--- src/rtl/amu_pkg.sv ---
`timescale 1ns / 1ps
// ----------------------------------------------------------------------------
// amu_pkg
// Shared types, constants and helpers for the affine matrix update unit.
// ----------------------------------------------------------------------------
package amu_pkg;

  localparam int unsigned ELEM_W   = 32;
  localparam int unsigned PROD_W   = 64;
  localparam int unsigned ROOT_W   = 32;
  localparam int unsigned SCALE_W  = 31;
  localparam int unsigned ADDR_W   = 4;

  localparam logic [ADDR_W-1:0] ELEM_CNT   = 4'd12;
  localparam logic [ADDR_W-1:0] TRANS_BASE = 4'd9;

  typedef enum logic [2:0] {
    REQ_LOAD       = 3'd0,
    REQ_READ       = 3'd1,
    REQ_TRANSLATE  = 3'd2,
    REQ_PRETRANS   = 3'd3,
    REQ_SCALE      = 3'd4,
    REQ_UNIFORM    = 3'd5,
    REQ_PRESCALE   = 3'd6,
    REQ_GET_SCALE  = 3'd7
  } amu_req_t;

  typedef enum logic [2:0] {
    ST_IDLE,
    ST_EXEC,
    ST_TRANS,
    ST_MUL,
    ST_ACC,
    ST_ROOT,
    ST_FINISH
  } amu_state_t;

  function automatic logic [ADDR_W-1:0] elem_addr(input logic [1:0] row,
                                                  input logic [1:0] col);
    return {1'b0, row, 1'b0} + {2'b00, row} + {2'b00, col};
  endfunction

endpackage

--- src/rtl/amu_isqrt.sv ---
`timescale 1ns / 1ps
// ----------------------------------------------------------------------------
// amu_isqrt
// Bit-serial integer square root, one result bit per cycle.
// ----------------------------------------------------------------------------
module amu_isqrt (
  input  logic                        clk,
  input  logic                        rst,
  input  logic                        start,
  input  logic [amu_pkg::PROD_W-1:0]  radicand,
  output logic                        done,
  output logic [amu_pkg::ROOT_W-1:0]  root
);
  import amu_pkg::*;

  localparam int unsigned REM_W = ROOT_W + 2;
  localparam int unsigned CNT_W = $clog2(ROOT_W);

  logic [PROD_W-1:0] rad;
  logic [REM_W-1:0]  rem;
  logic [CNT_W-1:0]  cnt;
  logic              running;

  logic [REM_W+1:0]  rem_sh;
  logic [REM_W+1:0]  trial;
  logic [REM_W+1:0]  diff;
  logic              ge;

  always_comb begin
    rem_sh = {rem, rad[PROD_W-1 -: 2]};
    trial  = {2'b00, root, 2'b01};
    diff   = rem_sh - trial;
    ge     = (rem_sh >= trial);
  end

  always_ff @(posedge clk) begin
    if (rst) begin
      running <= 1'b0;
      done    <= 1'b0;
      cnt     <= '0;
    end else begin
      done <= 1'b0;
      if (start) begin
        running <= 1'b1;
        cnt     <= CNT_W'(ROOT_W - 1);
      end else if (running) begin
        cnt <= cnt - 1'b1;
        if (cnt == '0) begin
          running <= 1'b0;
          done    <= 1'b1;
        end
      end
    end
  end

  always_ff @(posedge clk) begin
    if (start) begin
      rad  <= radicand;
      rem  <= '0;
      root <= '0;
    end else if (running) begin
      rad  <= {rad[PROD_W-3:0], 2'b00};
      rem  <= ge ? diff[REM_W-1:0] : rem_sh[REM_W-1:0];
      root <= {root[ROOT_W-2:0], ge};
    end
  end

endmodule

--- config.mk ---
export PLATFORM = sky130hd
export DESIGN_NAME = amu_isqrt
export DESIGN_NICKNAME = d
export VERILOG_FILES = /design/src/rtl/amu_pkg.sv /design/src/rtl/amu_isqrt.sv
export SDC_FILE = /design/constraint.sdc
export NUM_CORES = 1
export LEC_CHECK = 0
export ABC_AREA = 1
export BUFFER_PORTS_ARGS = -buffer_cell sky130_fd_sc_hd__clkbuf_2
export CAP_MARGIN = 25
export CELL_PAD_IN_SITES_DETAIL_PLACEMENT = 0
export CELL_PAD_IN_SITES_GLOBAL_PLACEMENT = 2
export CORE_MARGIN = 3
export CORE_UTILIZATION = 33
export DETAILED_ROUTE_END_ITERATION = 8
export PLACE_DENSITY = 0.83
export SLEW_MARGIN = 10
export SYNTH_ARGS = -nofsm -noshare
export SYNTH_HDL_FRONTEND = slang
export SYNTH_SLANG_ARGS = --single-unit
--- constraint.sdc ---
create_clock -name clk -period 3.9 [get_ports clk]
set_input_delay 0.78 -clock clk [delete_from_list [all_inputs] [get_ports clk]]
set_output_delay 0.78 -clock clk [all_outputs]
set_load 0.02 [all_outputs]
==> results of run 1 <==
==> worst register-to-register path, delay by kind of cell, from the launching register on <==
kind,cells,cell delay (ns)
AND/OR/NAND/NOR,11,1.83
buffers and inverters,1,0.11
adder cells (fa/ha/maj),1,0.38
flip-flops,1,0.37
AO/OA/AOI/OAI,1,0.28
==> cells in the final DEF, fill, tap and decap left out, drive strengths merged <==
cell / n
nand2: 516
xor2: 5
or2: 1
buf: 7
a221oi: 1
o21ai: 18
ha: 36
clkinv: 5
dfxtp: 73
clkinvlp: 1
inv: 150
edfxtp: 64
nor3b: 1
nand3: 69
a31oi: 1
nor3: 10
nor4: 2
o22ai: 31
and2: 1
o211ai: 1
xnor2: 12
clkbuf: 116
o21bai: 4
bufinv: 1
a21oi: 36
nand3b: 20
nand4: 9
nor2: 61
==> sequential cells by signal, summed over array words and instances, names as in the netlist <==
register	count
cnt	5
done	1
rad	64
rem	34
root	32
running	1
==> per-layer routing <==
layer  GRT usage [%]  routed length [um]  vias to the layer above
met5               0                   0                        -
met4            5.39                 444                        0
met3            4.18                1010                       24
met2            28.6               10300                      146
met1            24.7               11400                     3275
li1                -                   -                     3835
==> per-stage QoR <==
stage / hold WS (ns) / std cells / setup WS [ns] / util [%]
final: 0.451 / 1571 / 0.827 / 39.9
after CTS: 0.456 / 1570 / 0.813 / 39.8
after detailed placement: 0.442 / 1538 / 0.857 / 37.2
after global placement: 0.443 / 1538 / 0.914 / 37.2
after global routing: 0.488 / 1571 / 0.567 / 39.9
after floorplan: 0.426 / 1149 / 0.247 / -
==> logic make-up (layout without fill, tap and decap cells) <==
group | count (synthesis) | in the layout | share of synthesized area, %
and+or+nand+nor | 690 | 690 | 35.4
buffers and inverters | 177 | 280 | 8.69
DFF | 137 | 137 | 42.0
AOI/OAI and AO/OA | 92 | 92 | 6.50
adders and majority gates | 36 | 36 | 5.59
xor gates and xnor gates | 17 | 17 | 1.85
==> how the worst min path moves through the flow <==
stage	depth (start not counted)	slack [ns]	end	from
after floorplan	2	0.43	rem[32]	rem[32]
after global placement	2	0.44	rem[33]	rem[33]
after detailed placement	2	0.44	rem[33]	rem[33]
after CTS	2	0.46	rem[33]	rem[33]
after global routing	2	0.49	rem[32]	rem[32]
final	2	0.45	rem[33]	rem[33]
==> power groups by stage <==
| stage | Combinational (mW) | Clock (mW) | Sequential (mW) |
|---|---|---|---|
| after floorplan | 3.00 | 0 | 1.80 |
| after global placement | 4.01 | 0 | 1.82 |
| after detailed placement | 4.01 | 0 | 1.82 |
| after CTS | 4.03 | 1.74 | 1.79 |
| after global routing | 4.59 | 1.80 | 1.81 |
| final | 4.00 | 1.70 | 1.79 |
==> area by class of cell <==
cell class | count | area (um2)
fill | 2577 | 14300
timing repair buffer | 106 | 561
tap | 319 | 399
sequential | 137 | 3380
inverter | 142 | 534
clock buffer | 17 | 425
multi-input combinational | 835 | 3980
clock inverter | 15 | 194
==> impl_results.md, run 1 <==
* Outcome: finished, final reports clean
* Cell taking the most area after synthesis: nand2_1
* P_int at slightly below 4 mW
* CTS resizes at 0
* Top cell type's share of synthesized area at 23.9%
* Clock Tree Buf Depth at 2
* Lkg Pwr at just under 5 nW
* Initial cell density of the core at approximately a third
* DRT iter0 DRCs at roughly 320
* Clock root buffer: clkbuf_16
* H-tree depth at 4
* Sw Pwr at 3.58 mW
* RSZ-0062 raised after global routing: false
* Routed wire length per instance at ~15 um
* Tot GR Track Use at about 18%
* Gpl congestion at around 0.92
* Worst hold path type: register to register
* Total gr overflow at 0
* Reg power frac at roughly a quarter
* Peak VDD IR at around 0.32 mV
* Yosys reg bits at approximately 140
* Post-DRT Antenna Nets at 0
* Reg2Reg Depth at 14
* Die area at 26300 um2
* Fin. Hold Viols at 0
* Async SR Flop Fraction at 0%
* Comb pwr share at between 50 and 60%
* Worst-Skew Late Latency at 0.44 ns
* Sink Count at about 140
* Worst Setup EP: rem[27]
* Ys flop type: dfxtp_1
* Worst path cell trace: inv_1, ha_1, nand2_1, nand2_1, nand2_1, nand2_1, nand2_1, nand2_1, a21oi_1, nand4_4, nand2_2, nand2_1, nand2_1, nand2_1
* Synth Warn # at 0
* DP Area at between 8000 and 9000 um2
* CTS tree: yes
* Crit end category: register
* Finished Cell Area at 9480 um2
* # IOs at 100
* Clock network power share at between 20% and 30%
* Crit path depth at 14
* Slew of the pin with the lowest slew margin at 1.00 ns
* Worst-path fanout max at 35
* Kind of critical path: register to register
* FF-to-FF setup slack at 0.83 ns
* Post-DP HPWL at approximately 17000 um
* Slowest stage delay, CP at 0.56 ns
* Core footprint at ~24000 um2
* Height of the die at around 160 um
* Max transition margin at 33.1%
* Worst clock skew at ~0.036 ns
* ANT cells at 0
* Total design power at 7.49 mW
* Worst setup SP type: register
* Drt drc at 0
* Final setup TNS at 0 ns
* Worst path arrival time at about 3.4 ns
* Via density at 4.63
* Post-synth EDFFs at 64
* Nets at between 1000 and 1500
* Max-cap violations at 0
* Syn nets at 1252
* Drt pass-1 iters at 6
* Final Critical Period at 3.07 ns
* Largest cells by area after synthesis: nand2_1 (24%), edfxtp_1 (24%), dfxtp_1 (18%)
* Period utilisation layout at ~79%
* Port Buf Inserts at a little under 100
* First-pass GRT wire length at ~38000 um
* CTS buffer count at 17
* Reg2reg end: rem[27]
* Data required, critical path at ~4.2 ns
* Routed wire length at roughly 23000 um
* Switching portion of total power at between 40% and 50%
* Slowest-stage cell, CP: nand4_4
* Hold-fix buffer count after cts at 0
* WP buf/inv at 1
* Vias in the first global route at between 7000 and 8000
* Antenna violations before repair at 0
* Worst path most repeated cell: nand2_1
* Rows at 56
* Syn avg cell area at between 7 and 8 um2
* Post-CTS Setup Bufs at 0
* Setup Viol. Count Final at 0
* Reg2Reg Launch Point: root[19]
* Clock Pin Slew Worst Setup and Hold Paths at 0.07 ns
* Syn Inst Count at between 1000 and 1500
* PwrDens at a little under 800 nW/um2
* Seq/Total Area, Yosys at about two fifths
* Top-count cell post-synth: nand2_1
* Count of final max-slew check failures at 0
* Worst path top cell family by delay: simple AND/OR/NAND/NOR gates
* Fmax achieved at between 0.3 and 0.4 GHz
* Netlist cell types at 38
* Largest net degree at the start of global routing at 82
* Chip width at approximately 160 um
* Layout cells sized above 1 at about an eighth
* Mapped Area at a little over 8000 um2
* Via count at approximately 7300
* Top post-synthesis cells by count: nand2_1 (514), inv_1 (139), dfxtp_1 (73)
* Setup crit start: root[19]
* Area growth, synth to finish at 17.6%
(Power assumes the default switching activity.)
==> run 2, diff against run 1 <==
- CORE_UTILIZATION: 33 -> 30
- PLACE_DENSITY: 0.83 -> 0.8
- clock period: 3.9 -> 2.6 ns (I/O delays scaled with it)
==> run 2 against run 1 <==
Net effect:
- utilization shrank 3.0 points
- clock power grew 45%
- cell area grew 2.0%
- worst hold slack lost 0.10 ns
- register-to-register slack lost 0.74 ns
- non-clock buffer count grew 12
- clock-buffer cell count is the same
- total power grew 56%
- sequential share of layout area shrank 0.69 points
- sequential power grew 51%
- critical path type unchanged
- routed wire length grew 5.8%
==> impl_results.md, run 2 (synthesis results as in run 1) <==
* Max reg flops at 64 (unchanged)
* Largest net degree at the start of global routing at 73 (was 82)
* Tot GR Track Use at 17.2% (was 18.1%)
* Post-DP HPWL at 18100 um (was 17300 um)
* Hold slack at 0.352 ns (was 0.451 ns)
* Worst-path fanout max at 13 (was 35)
* Outcome: finished, final reports clean (unchanged)
* FF-to-FF setup slack at 0.09 ns (was 0.83 ns)
* Slowest-stage cell, CP: dfxtp_1 (was nand4_4)
* WP buf/inv at 2 (was 1)
* Lkg Pwr at 5.01 nW (was 4.93 nW)
* Fmax achieved at 0.398 GHz (was 0.325 GHz)
* Drt drc at 0 (unchanged)
* Kind of critical path: register to register (unchanged)
* Finished Layout Cells at 1601 (was 1571)
* Gpl congestion at 0.878 (was 0.917)
* Routed wire length per instance at 15.3 um (was 14.7 um)
* First-pass GRT wire length at 40000 um (was 38100 um)
* Vias in the first global route at 7739 (was 7385)
* ANT cells at 0 (unchanged)
* H-tree depth at 4 (unchanged)
* Reg2Reg Launch Point: root[0] (was root[19])
* Most frequent cells in the layout: nand2_1 (512), inv_1 (138), clkbuf_2 (99), dfxtp_1 (73), nand3_1 (68) (was nand2_1 (514), inv_1 (139), clkbuf_2 (99), dfxtp_1 (73), nand3_1 (68))
* Hold endpoint: rad[1] (was rem[33])
* Nets at 1356 (was 1342)
* Hold path start: radicand[1] (was rem[33])
* Initial cell density of the core at 30.8% (was 33.9%)
* Fill cells at 2824 (was 2577)
* Drt pass-1 iters at 5 (was 6)
* Worst hold path type: primary input to register (was register to register)
* Worst path arrival time at 2.82 ns (was 3.39 ns)
* Slew of the pin with the lowest slew margin at 0.935 ns (was 1.00 ns)
* Peak VDD IR at 0.496 mV (was 0.323 mV)
* Die area at 28900 um2 (was 26300 um2)
* Final core occ at 36.9% (was 39.9%)
* Clock root buffer: clkbuf_16 (unchanged)
* Height of the die at 170 um (was 162 um)
* Reg2reg end: rem[12] (was rem[27])
* Antenna violations before repair at 0 (unchanged)
* Max-cap violations at 0 (unchanged)
* Worst path cell trace: inv_1, ha_1, nand2_1, nor2_1, nand2_1, nor2_1, nand3_1, nand4_4, buf_4, nand2_1, nand3_1, nand2_1 (was inv_1, ha_1, nand2_1, nand2_1, nand2_1, nand2_1, nand2_1, nand2_1, a21oi_1, nand4_4, nand2_2, nand2_1, nand2_1, nand2_1)
* Worst path top cell family by delay: simple AND/OR/NAND/NOR gates (unchanged)
* Fin. Hold Viols at 0 (unchanged)
* Crit end category: register (unchanged)
* # IOs at 100 (unchanged)
* Dpl cells at 1567 (was 1538)
* Hold path cells at 3 (was 2)
* Registers with the most flip-flops: rad: 64 flops, rem: 34 flops, root: 32 flops (unchanged)
* PwrDens at 1210 nW/um2 (was 790 nW/um2)
* Multi-input gate area at 4070 um2 (was 3980 um2)
* Worst path most repeated cell: nand2_1 (unchanged)
* DRT iter0 DRCs at 314 (was 324)
* Total gr overflow at 0 (unchanged)
* Sink Count at 137 (unchanged)
* Post-DRT Antenna Nets at 0 (unchanged)
* Period utilisation layout at 96.6% (was 78.8%)
* Worst clock skew at 0.0107 ns (was 0.0357 ns)
* Biggest register: rad (unchanged)
* Layout cells sized above 1 at 14.0% (was 12.3%)
* CTS tree: yes (unchanged)
* Reg2Reg Depth at 12 (was 14)
* Setup Viol. Count Final at 0 (unchanged)
* Area growth, synth to finish at 19.9% (was 17.6%)
* Count of final max-slew check failures at 0 (unchanged)
* Most common cell after layout, fill and taps aside: nand2_1 (unchanged)
* CTS buffer count at 17 (unchanged)
* Worst-Skew Late Latency at 0.42 ns (was 0.44 ns)
* Clock Tree Buf Depth at 2 (unchanged)
* Reg area at 3380 um2 (unchanged)
* Rows at 59 (was 56)
* Max transition margin at 37.7% (was 33.1%)
* Port Buf Inserts at 99 (unchanged)
* Data required, critical path at 2.91 ns (was 4.22 ns)
* Worst setup SP type: register (unchanged)
* Total design power at 11.7 mW (was 7.49 mW)
* Hold-fix buffer count after cts at 0 (unchanged)
* Core footprint at 26200 um2 (was 23800 um2)
* Final Critical Period at 2.51 ns (was 3.07 ns)
* Clock Pin Slew Worst Setup and Hold Paths at 0.07 ns (about the same)
* Chip width at 170 um (was 162 um)
* Via count at 7421 (was 7280)
* Via density at 4.64 (was 4.63)
* Slowest stage delay, CP at 0.44 ns (was 0.56 ns)
* Routed wire length at 24500 um (was 23100 um)
==> run 2: cell count changes in the layout (fill, tap and decap cells not counted), moves of 3 or more <==
| cell | delta |
|---|---|
| clkinv_8 | -3 |
| buf_4 | +11 |
| clkinvlp_4 | +3 |
| inv_8 | -3 |
| nor2_1 | -3 |
==> run 2: tightest hold or removal path, stage by stage <==
cell      delay (ns)
clkbuf_2        0.08
nand2_1         0.04
inv_1           0.04
==> run 2: worst max path at each step <==
stage          cells past startpoint  startpoint  endpoint  slack, ns
6_report                          12     root[0]   rem[12]       0.09
3_5_place_dp                      12    root[11]   rem[11]       0.05
3_3_place_gp                      10    root[17]   rem[11]       0.04
4_1_cts                           12    root[11]   rem[11]       0.03
5_1_grt                           14     root[0]   rem[32]     -0.003
2_1_floorplan                      4       start    rad[0]       0.12
==> run 2: cell type report <==
class	count	share of cell area, %
flip-flops and latches	137	35.0
inverters	142	5.57
multi-input cells	837	42.1
well taps	335	4.34
clock inverters	15	1.63
clock buffers	17	4.40
repair buffers	118	6.94
==> run 2: repair_timing <==
action / CTS / global route
endpoints found under the setup margin: 0 / 35
setup buffers: 0 / 0
resized for setup: 0 / 14
==> run 2: metal layers <==
layer / track usage (%) / up-vias / part of all wire, %
met5: 0 / - / 0
met4: 3.99 / 0 / 1.5
met3: 3.41 / 20 / 4.2
met2: 28.9 / 142 / 46
met1: 23.0 / 3386 / 48
li1: - / 3873 / -
==> run 2: per-stage QoR <==
stage,worst slack (ns),area (um2),TNS [ns]
after global placement,0.0414,8960,0
after CTS,0.0273,9570,0
final,0.0890,9670,0
after detailed placement,0.0539,8990,0
after global routing,-0.00328,9670,-0.00328
after floorplan,0.119,8060,0
==> run 2: where the power goes <==
| group | switching, mW | internal [mW] | total (mW) | leakage [nW] |
|---|---|---|---|---|
| clock network | 1.11 | 1.36 | 2.47 | 0.278 |
| logic | 4.36 | 2.19 | 6.55 | 3.48 |
| registers | 0.151 | 2.55 | 2.70 | 1.25 |
| total | 5.62 | 6.09 | 11.7 | 5.01 |
